--- config.mk ---
export PLATFORM = sky130hd
export DESIGN_NAME = password_lock_controller_flat
export DESIGN_NICKNAME = d
export VERILOG_FILES = /design/src/hw/rtl/plc_pkg.sv /design/src/hw/rtl/plc_in_if.sv /design/src/hw/rtl/plc_out_if.sv /design/src/hw/rtl/password_lock_controller.sv /design/src/flat_wrapper.sv
export SDC_FILE = /design/constraint.sdc
export NUM_CORES = 1
export LEC_CHECK = 0
export BUFFER_PORTS_ARGS = -buffer_cell sky130_fd_sc_hd__buf_2
export CAP_MARGIN = 5
export CORE_MARGIN = 1
export CORE_UTILIZATION = 25
export CTS_BUF_LIST = sky130_fd_sc_hd__clkbuf_4
export CTS_CLUSTER_DIAMETER = 100
export DETAILED_ROUTE_END_ITERATION = 8
export PLACE_DENSITY = 0.49
export RECOVER_POWER = 25
export SLEW_MARGIN = 30
export SYNTH_ARGS = -nofsm -noshare
export SYNTH_HDL_FRONTEND = slang
export SYNTH_SLANG_ARGS = --single-unit
--- constraint.sdc ---
create_clock -name clk -period 2.5 [get_ports clk]
set_input_delay 0 -clock clk [delete_from_list [all_inputs] [get_ports clk]]
set_output_delay 0 -clock clk [all_outputs]
set_load 0.01 [all_outputs]
--- src/hw/rtl/plc_pkg.sv ---
`timescale 1ns / 1ps
`default_nettype none

package plc_pkg;

    localparam int CODE_LEN_DEFAULT = 4;
    localparam int BYTE_W           = 8;
    localparam int ATTEMPT_W        = 4;
    localparam int EVENT_W          = 3;
    localparam int MODE_W           = 3;

    localparam logic [ATTEMPT_W-1:0] MAX_ATTEMPTS_RESET = 4'd3;

    localparam logic [EVENT_W-1:0] EV_NONE      = 3'd0;
    localparam logic [EVENT_W-1:0] EV_UNLOCK    = 3'd1;
    localparam logic [EVENT_W-1:0] EV_WRONG     = 3'd2;
    localparam logic [EVENT_W-1:0] EV_ALARM     = 3'd3;
    localparam logic [EVENT_W-1:0] EV_MENU      = 3'd4;
    localparam logic [EVENT_W-1:0] EV_CHANGED   = 3'd5;
    localparam logic [EVENT_W-1:0] EV_OLD_BAD   = 3'd6;
    localparam logic [EVENT_W-1:0] EV_MENU_LEFT = 3'd7;

    localparam logic [MODE_W-1:0] M_ENTRY   = 3'd0;
    localparam logic [MODE_W-1:0] M_REENTRY = 3'd1;
    localparam logic [MODE_W-1:0] M_MENU    = 3'd2;
    localparam logic [MODE_W-1:0] M_OLD     = 3'd3;
    localparam logic [MODE_W-1:0] M_NEW     = 3'd4;

    localparam logic [BYTE_W-1:0] KEY_MENU   = 8'h73;
    localparam logic [BYTE_W-1:0] KEY_CHANGE = 8'h31;
    localparam logic [BYTE_W-1:0] CHAR_TWO   = 8'h32;
    localparam logic [BYTE_W-1:0] CHAR_THREE = 8'h33;

    typedef logic [63:0] code_word_t;

    // The factory code repeats "23" over len bytes, first character in the highest one.
    function automatic code_word_t plc_init_code(input int len);
        code_word_t c;
        c = '0;
        for (int k = 0; k < 8; k++)
        begin
            if (k < len)
            begin
                c = {c[55:0], (k % 2 == 1) ? CHAR_THREE : CHAR_TWO};
            end
        end
        return c;
    endfunction

endpackage

`default_nettype wire

--- src/hw/rtl/plc_in_if.sv ---
`timescale 1ns / 1ps
`default_nettype none

interface plc_in_if;
    import plc_pkg::*;

    logic              valid;
    logic              ready;
    logic [BYTE_W-1:0] rx_byte;

    modport source (output valid, output rx_byte, input ready);
    modport sink (input valid, input rx_byte, output ready);
endinterface

`default_nettype wire

--- src/hw/rtl/plc_out_if.sv ---
`timescale 1ns / 1ps
`default_nettype none

interface plc_out_if;
    import plc_pkg::*;

    logic               valid;
    logic               ready;
    logic [EVENT_W-1:0] event_res;
    logic [MODE_W-1:0]  mode_now;

    modport source (output valid, output event_res, output mode_now, input ready);
    modport sink (input valid, input event_res, input mode_now, output ready);
endinterface

`default_nettype wire

--- src/hw/rtl/password_lock_controller.sv ---
// Password lock controller.
// Channel rx carries one received keypad byte per item; channel res carries
// exactly one result item per byte: the event it caused and the mode after it.
// Bytes form groups of CODE_LEN code bytes plus one ignored terminator byte.
// The byte is decoded against the lock state in the cycle it is accepted, and
// its result is written to the output register at the end of that cycle.
// One item is taken every cycle while rx.valid holds and results are taken:
// rx.ready is high whenever the output register is empty or is being read
// in the same cycle, so the rate is set by the single output register alone.
// When the receiver stalls, the result item holds and rx.ready drops until it
// is taken; no item is lost or repeated.
// Reset puts the lock in entry mode with an empty entry buffer, a zero
// failure count, the factory code "2323" and max_attempts of 3, and empties
// the output register. The user writes max_attempts through cfg_we and
// cfg_wdata only while the lock is idle; the block does not enforce this.
`timescale 1ns / 1ps
`default_nettype none

module password_lock_controller #(
    parameter int CODE_LEN = plc_pkg::CODE_LEN_DEFAULT
) (
    input  wire logic                           clk,
    input  wire logic                           rst_n,
    input  wire logic                           cfg_we,
    input  wire logic [plc_pkg::ATTEMPT_W-1:0]  cfg_wdata,
    plc_in_if.sink                              rx,
    plc_out_if.source                           res
);
    import plc_pkg::*;

    localparam int         CW        = BYTE_W * CODE_LEN;
    localparam int         PW        = $clog2(CODE_LEN + 1);
    localparam code_word_t INIT_CODE = plc_init_code(CODE_LEN);

    logic [ATTEMPT_W-1:0] max_attempts_reg;
    logic [MODE_W-1:0]    mode_reg, mode_next;
    logic [PW-1:0]        pos_reg, pos_next;
    logic [CW-1:0]        buf_reg, buf_next;
    logic [CW-1:0]        code_reg, code_next;
    logic [ATTEMPT_W-1:0] fail_reg, fail_next;

    logic                 res_valid_reg;
    logic [EVENT_W-1:0]   ev_reg, ev_next;
    logic [MODE_W-1:0]    mode_now_reg;

    logic                 accept;
    logic                 group_done;
    logic                 code_match;
    logic [CW-1:0]        buf_take;
    logic [PW-1:0]        pos_take;
    logic [ATTEMPT_W-1:0] fail_inc;
    logic [EVENT_W-1:0]   judge_ev;
    logic [MODE_W-1:0]    judge_mode;
    logic [ATTEMPT_W-1:0] judge_fail;

    assign rx.ready      = !res_valid_reg || res.ready;
    assign accept        = rx.valid && rx.ready;
    assign res.valid     = res_valid_reg;
    assign res.event_res = ev_reg;
    assign res.mode_now  = mode_now_reg;

    // The terminator byte closes a group and leaves the entry buffer as is.
    assign group_done = (pos_reg >= PW'(CODE_LEN));
    assign code_match = (buf_reg == code_reg);
    assign buf_take   = group_done ? buf_reg : ((buf_reg << BYTE_W) | CW'(rx.rx_byte));
    assign pos_take   = group_done ? '0 : pos_reg + PW'(1);
    assign fail_inc   = fail_reg + ATTEMPT_W'(1);

    always_comb
    begin
        if (code_match)
        begin
            judge_ev   = EV_UNLOCK;
            judge_mode = M_ENTRY;
            judge_fail = '0;
        end
        else if (fail_inc >= max_attempts_reg)
        begin
            judge_ev   = EV_ALARM;
            judge_mode = M_ENTRY;
            judge_fail = '0;
        end
        else
        begin
            judge_ev   = EV_WRONG;
            judge_mode = M_REENTRY;
            judge_fail = fail_inc;
        end
    end

    always_comb
    begin
        mode_next = mode_reg;
        pos_next  = pos_reg;
        buf_next  = buf_reg;
        code_next = code_reg;
        fail_next = fail_reg;
        ev_next   = EV_NONE;
        case (mode_reg)
            M_MENU:
            begin
                if (rx.rx_byte == KEY_CHANGE)
                begin
                    mode_next = M_OLD;
                end
                else
                begin
                    mode_next = M_ENTRY;
                    ev_next   = EV_MENU_LEFT;
                end
                pos_next = '0;
                buf_next = '0;
            end
            M_REENTRY:
            begin
                buf_next = buf_take;
                pos_next = pos_take;
                if (group_done)
                begin
                    mode_next = judge_mode;
                    fail_next = judge_fail;
                    ev_next   = judge_ev;
                end
            end
            M_OLD:
            begin
                buf_next = buf_take;
                pos_next = pos_take;
                if (group_done)
                begin
                    if (code_match)
                    begin
                        mode_next = M_NEW;
                    end
                    else
                    begin
                        mode_next = M_ENTRY;
                        ev_next   = EV_OLD_BAD;
                    end
                end
            end
            M_NEW:
            begin
                buf_next = buf_take;
                pos_next = pos_take;
                if (group_done)
                begin
                    code_next = buf_reg;
                    mode_next = M_ENTRY;
                    ev_next   = EV_CHANGED;
                end
            end
            default:
            begin
                if (pos_reg == '0 && rx.rx_byte == KEY_MENU)
                begin
                    mode_next = M_MENU;
                    buf_next  = '0;
                    ev_next   = EV_MENU;
                end
                else
                begin
                    mode_next = M_ENTRY;
                    buf_next  = buf_take;
                    pos_next  = pos_take;
                    if (group_done)
                    begin
                        mode_next = judge_mode;
                        fail_next = judge_fail;
                        ev_next   = judge_ev;
                    end
                end
            end
        endcase
    end

    always_ff @(posedge clk or negedge rst_n)
    begin
        if (!rst_n)
        begin
            max_attempts_reg <= MAX_ATTEMPTS_RESET;
            mode_reg         <= M_ENTRY;
            pos_reg          <= '0;
            buf_reg          <= '0;
            code_reg         <= INIT_CODE[CW-1:0];
            fail_reg         <= '0;
            res_valid_reg    <= 1'b0;
        end
        else
        begin
            if (cfg_we)
            begin
                max_attempts_reg <= cfg_wdata;
            end
            if (accept)
            begin
                mode_reg      <= mode_next;
                pos_reg       <= pos_next;
                buf_reg       <= buf_next;
                code_reg      <= code_next;
                fail_reg      <= fail_next;
                res_valid_reg <= 1'b1;
            end
            else if (res.ready)
            begin
                res_valid_reg <= 1'b0;
            end
        end
    end

    always_ff @(posedge clk)
    begin
        if (accept)
        begin
            ev_reg       <= ev_next;
            mode_now_reg <= mode_next;
        end
    end

endmodule

`default_nettype wire
--- src/flat_wrapper.sv ---
// flat-port wrapper written by rule: the top's interface ports become plain ports
module password_lock_controller_flat import plc_pkg::*;
#(
    parameter int CODE_LEN = plc_pkg::CODE_LEN_DEFAULT
)
  (clk, rst_n, cfg_we, cfg_wdata, rx_valid, rx_rx_byte, rx_ready, res_valid, res_event_res, res_mode_now, res_ready);
  plc_in_if rx_i ();
  plc_out_if res_i ();
  input  wire logic clk;
  input  wire logic rst_n;
  input  wire logic cfg_we;
  input  wire logic [plc_pkg::ATTEMPT_W-1:0] cfg_wdata;
  input wire logic [$bits(rx_i.valid)-1:0] rx_valid;
  input wire logic [$bits(rx_i.rx_byte)-1:0] rx_rx_byte;
  output wire logic [$bits(rx_i.ready)-1:0] rx_ready;
  output wire logic [$bits(res_i.valid)-1:0] res_valid;
  output wire logic [$bits(res_i.event_res)-1:0] res_event_res;
  output wire logic [$bits(res_i.mode_now)-1:0] res_mode_now;
  input wire logic [$bits(res_i.ready)-1:0] res_ready;
  assign rx_i.valid = rx_valid;
  assign rx_i.rx_byte = rx_rx_byte;
  assign rx_ready = rx_i.ready;
  assign res_valid = res_i.valid;
  assign res_event_res = res_i.event_res;
  assign res_mode_now = res_i.mode_now;
  assign res_i.ready = res_ready;
  password_lock_controller #(.CODE_LEN(CODE_LEN)) u_core (.clk(clk), .rst_n(rst_n), .cfg_we(cfg_we), .cfg_wdata(cfg_wdata), .rx(rx_i), .res(res_i));
endmodule
==> run summary <==
Detail Route Antenna Nets: 0
CP Cell Sequence: ha_1 -> ha_1 -> a21o_1 -> a21o_1 -> a221o_2 -> nor4_1 -> a21o_1
Worst-path clk slew: 130 ps
register share of total power: 0.499
Tot Pwr: 0.004600 W
layout cell share with drive strength beyond 1: 0.2551
CTS tree: yes
setup TNS: 0 ps
H-tree levels: 3
Clk network pwr share: 0.173
Net Sw Frac: 0.3455
family with the most delay on the worst path: compound AO/OA/AOI/OAI gates
actual slew at the worst max-slew pin: 1962 ps
worst reg2reg setup slack: 190 ps
All-Layer GR Usage: 0.1134
RSZ-0062 raised after global routing: no
via count: 2,924
dominant synthesized flop cell: dfrtp_1
synthesized netlist cell count: 387
Worst Skew: 9.712 ps
syn_area_per_cell: 10.69 sq um
Crit path arrival time: 2690 ps
CP max-delay cell: dfrtp_1
Die H: 130.6 um
Post-synth EDFFs: 6
fin crit period: 2308 ps
Root Driver: clkbuf_4
Post-Route WL: 8.688 mm
Worst Path Required: 2880 ps
Post-CTS Setup Bufs: 0
crit path from: u_core.fail_reg[0]
most frequent cells in the layout: 82 x nand2_1, 63 x dfrtp_1, 38 x a21oi_1
Yosys reg bits: 85
first-pass iteration count of the detailed router: 4
Max Cap Viol: 1
Worst Hold Launch: res_ready
FILL cells: 1,763
Critical Path End Type: flop
dpl ws: 239.0 ps
crit-path most repeated cell: a21o_1
status: finished with violations
Simple-Gate Fraction of Synth Area: 0.1573
via count of the first global-routing pass: 2,853
GPL Wtd Cong: 0.7751
mux cell area share after synthesis: 0.08984
io pins: 25
placeable core region: 16,000 sq um
period utilisation layout: 0.9233
Synth warnings: 0
largest family of logic cells by synthesized area: simple AND/OR/NAND/NOR gates
switching power: 0.001590 W
Worst Path Class, Setup: flop to flop
WL met3: 183 um
dpl hpwl: 5.403 mm
final design utilization: 0.3060
First DRT Iteration DRCs: 119
area grow syn2layout: 18.36%
Max VDD drop: 0.3649 mV
fin. max-slew vios: 80
DRT met1 WL: 4.321 mm
reg2reg end: u_core.fail_reg[2]
Slew Limit Headroom: -0.3079
slowest stage delay, CP: 450 ps
cell count along the critical path: 7
CP endpoint: u_core.fail_reg[2]
first-pass GRT wire length: 14.77 mm
Netlist cell types: 42
endpoints failing setup: 0
Synth Area in Compound Gates: 0.1044
insertion delay to the later sink of the worst-skew pair: 440 ps
Worst Reg2Reg Path Length in Cells: 7
WP buf/inv: 0
Startpoint Class: flop
I/O Buffers: 24
CTS max path bufs: 2
initial core utilization: 0.2585
post-layout net count: 462
std cell rows: 46
Die W: 130.6 um
post-synthesis sequential area ratio: 0.5263
Post-Syn Area: 4136 sq um
initial antenna violation count: 1
CTS Sinks: 85
Congestion Overflow GR: 0
post-synthesis adder-cell area fraction: 0.02117
final hold violation count: 0
PwrDens: 939.6 nW/um^2
CTS Buf Count: 9
DR WL/cell: 13.16 um
top sig layer: met4
Net Count, Synth: 411
met2 WL post-DR: 3.995 mm
R2R Path Start: u_core.fail_reg[0]
Leak: 2.109 nW
Vias/cell: 4.430
Post-Synth XOR/XNOR Area: 0.07199
failing checks: max-capacitance violations, max-slew violations
internal power: 0.003011 W
worst setup margin: 191.8 ps
die area: 17,060 sq um
Hold Crit Class: input port to flop
power share of the combinational group: 0.328
residual DRC count: 0
max frequency: 433.2 MHz
Crit Path Max Fanout: 7
largest net degree at the start of global routing: 80
post-synthesis async set-or-reset flop share: 0.9294
commonest non-fill, non-tap cell in the layout: nand2_1
==> worst min-delay path by stage <==
| stage | depth (start not counted) | end |
|---|---|---|
| after global placement | 3 | u_core.max_attempts_reg[2] |
| after global routing | 4 | u_core.mode_reg[2] |
| after floorplan | 0 | u_core.buf_reg[0] |
| after detailed placement | 1 | u_core.code_reg[26] |
| final | 4 | u_core.mode_reg[1] |
| after CTS | 4 | u_core.mode_reg[1] |
==> power groups by stage <==
stage | sequential, W | clock (W) | combinational [W]
2_1_floorplan | 0.00225 | 0 | 0.00116
3_3_place_gp | 0.00231 | 0 | 0.00146
3_5_place_dp | 0.00233 | 0 | 0.00149
4_1_cts | 0.00230 | 0.000835 | 0.00153
5_1_grt | 0.00237 | 0.000893 | 0.00171
6_report | 0.00230 | 0.000798 | 0.00151
==> logic make-up (layout without fill, tap and decap cells) <==
| logic type | count (synthesis) | in the layout |
|---|---|---|
| simple gates | 130 | 130 |
| flops | 85 | 85 |
| compound gates | 72 | 72 |
| xor+xnor | 34 | 34 |
| mux | 33 | 33 |
| buf+inv | 26 | 82 |
| fa+ha+maj | 7 | 7 |
| other cells | 0 | 1 |
==> routing by layer <==
layer	global-route usage	vias to the layer above
met2	0.1737	38
met3	0.01262	11
met4	0.06085	0
met5	0	-
met1	0.1571	1435
li1	-	1440
==> stage by stage <==
| step | hold WS, ps | cells | area [sq um] |
|---|---|---|---|
| after floorplan | -295.6 | 387 | 4136 |
| after global routing | 121.8 | 660 | 4896 |
| after global placement | 210.3 | 621 | 4541 |
| after detailed placement | 97.78 | 621 | 4544 |
| final | 110.9 | 660 | 4896 |
| after CTS | 87.64 | 659 | 4900 |
==> area by class of cell <==
cell class	count	area, sq um	area share
Timing Repair Buffer	57	435.4	0.08893
Clock buffer	10	75.07	0.01533
Sequential cell	85	2177	0.4447
Antenna cell	1	2.502	0.0005111
Multi-Input combinational cell	276	1842	0.3762
Clock inverter	6	60.06	0.01227
Inverter	9	33.78	0.006900
Tap cell	216	270.3	0.05520
==> what timing repair did <==
item | 4_1_cts | 5_1_grt
setup endpoints to repair | 0 | 0
endpoints found under the hold margin | 91 | 0
hold buffers | 22 | 0
resized for setup | 0 | 0
==> worst reg2reg max path: cells and delay by family, from the launching register on <==
family          cells  cell delay (ps)
simple gates        1              290
fa+ha+maj           2              650
flops               1              450
compound gates      4              870
==> synthesized netlist by cell type (2+ instances only) <==
| cell type | number | area share |
|---|---|---|
| nand4_1 | 10 | 0.015 |
| dfstp_2 | 16 | 0.10 |
| nand2_1 | 82 | 0.074 |
| nor4_1 | 3 | 0.0045 |
| nor3_4 | 2 | 0.0079 |
| edfxtp_1 | 6 | 0.044 |
| ha_1 | 7 | 0.021 |
| o21ai_0 | 11 | 0.013 |
| mux2_2 | 33 | 0.090 |
| nand2b_1 | 4 | 0.0060 |
| o22ai_1 | 2 | 0.0030 |
| xnor2_1 | 33 | 0.070 |
| dfrtp_1 | 63 | 0.38 |
| a21oi_1 | 38 | 0.046 |
| inv_1 | 8 | 0.0073 |
| o21bai_1 | 2 | 0.0036 |
| buf_4 | 3 | 0.0054 |
| a31o_2 | 2 | 0.0042 |
| o211ai_1 | 3 | 0.0054 |
| buf_2 | 9 | 0.011 |
| a31oi_1 | 2 | 0.0030 |
| clkbuf_1 | 5 | 0.0045 |
| nor3_1 | 4 | 0.0048 |
| nor2b_1 | 3 | 0.0045 |
| nand3_1 | 5 | 0.0060 |
| nor2_1 | 10 | 0.0091 |
| a21o_1 | 6 | 0.011 |
Note: power is estimated with default switching activity, not from simulation.
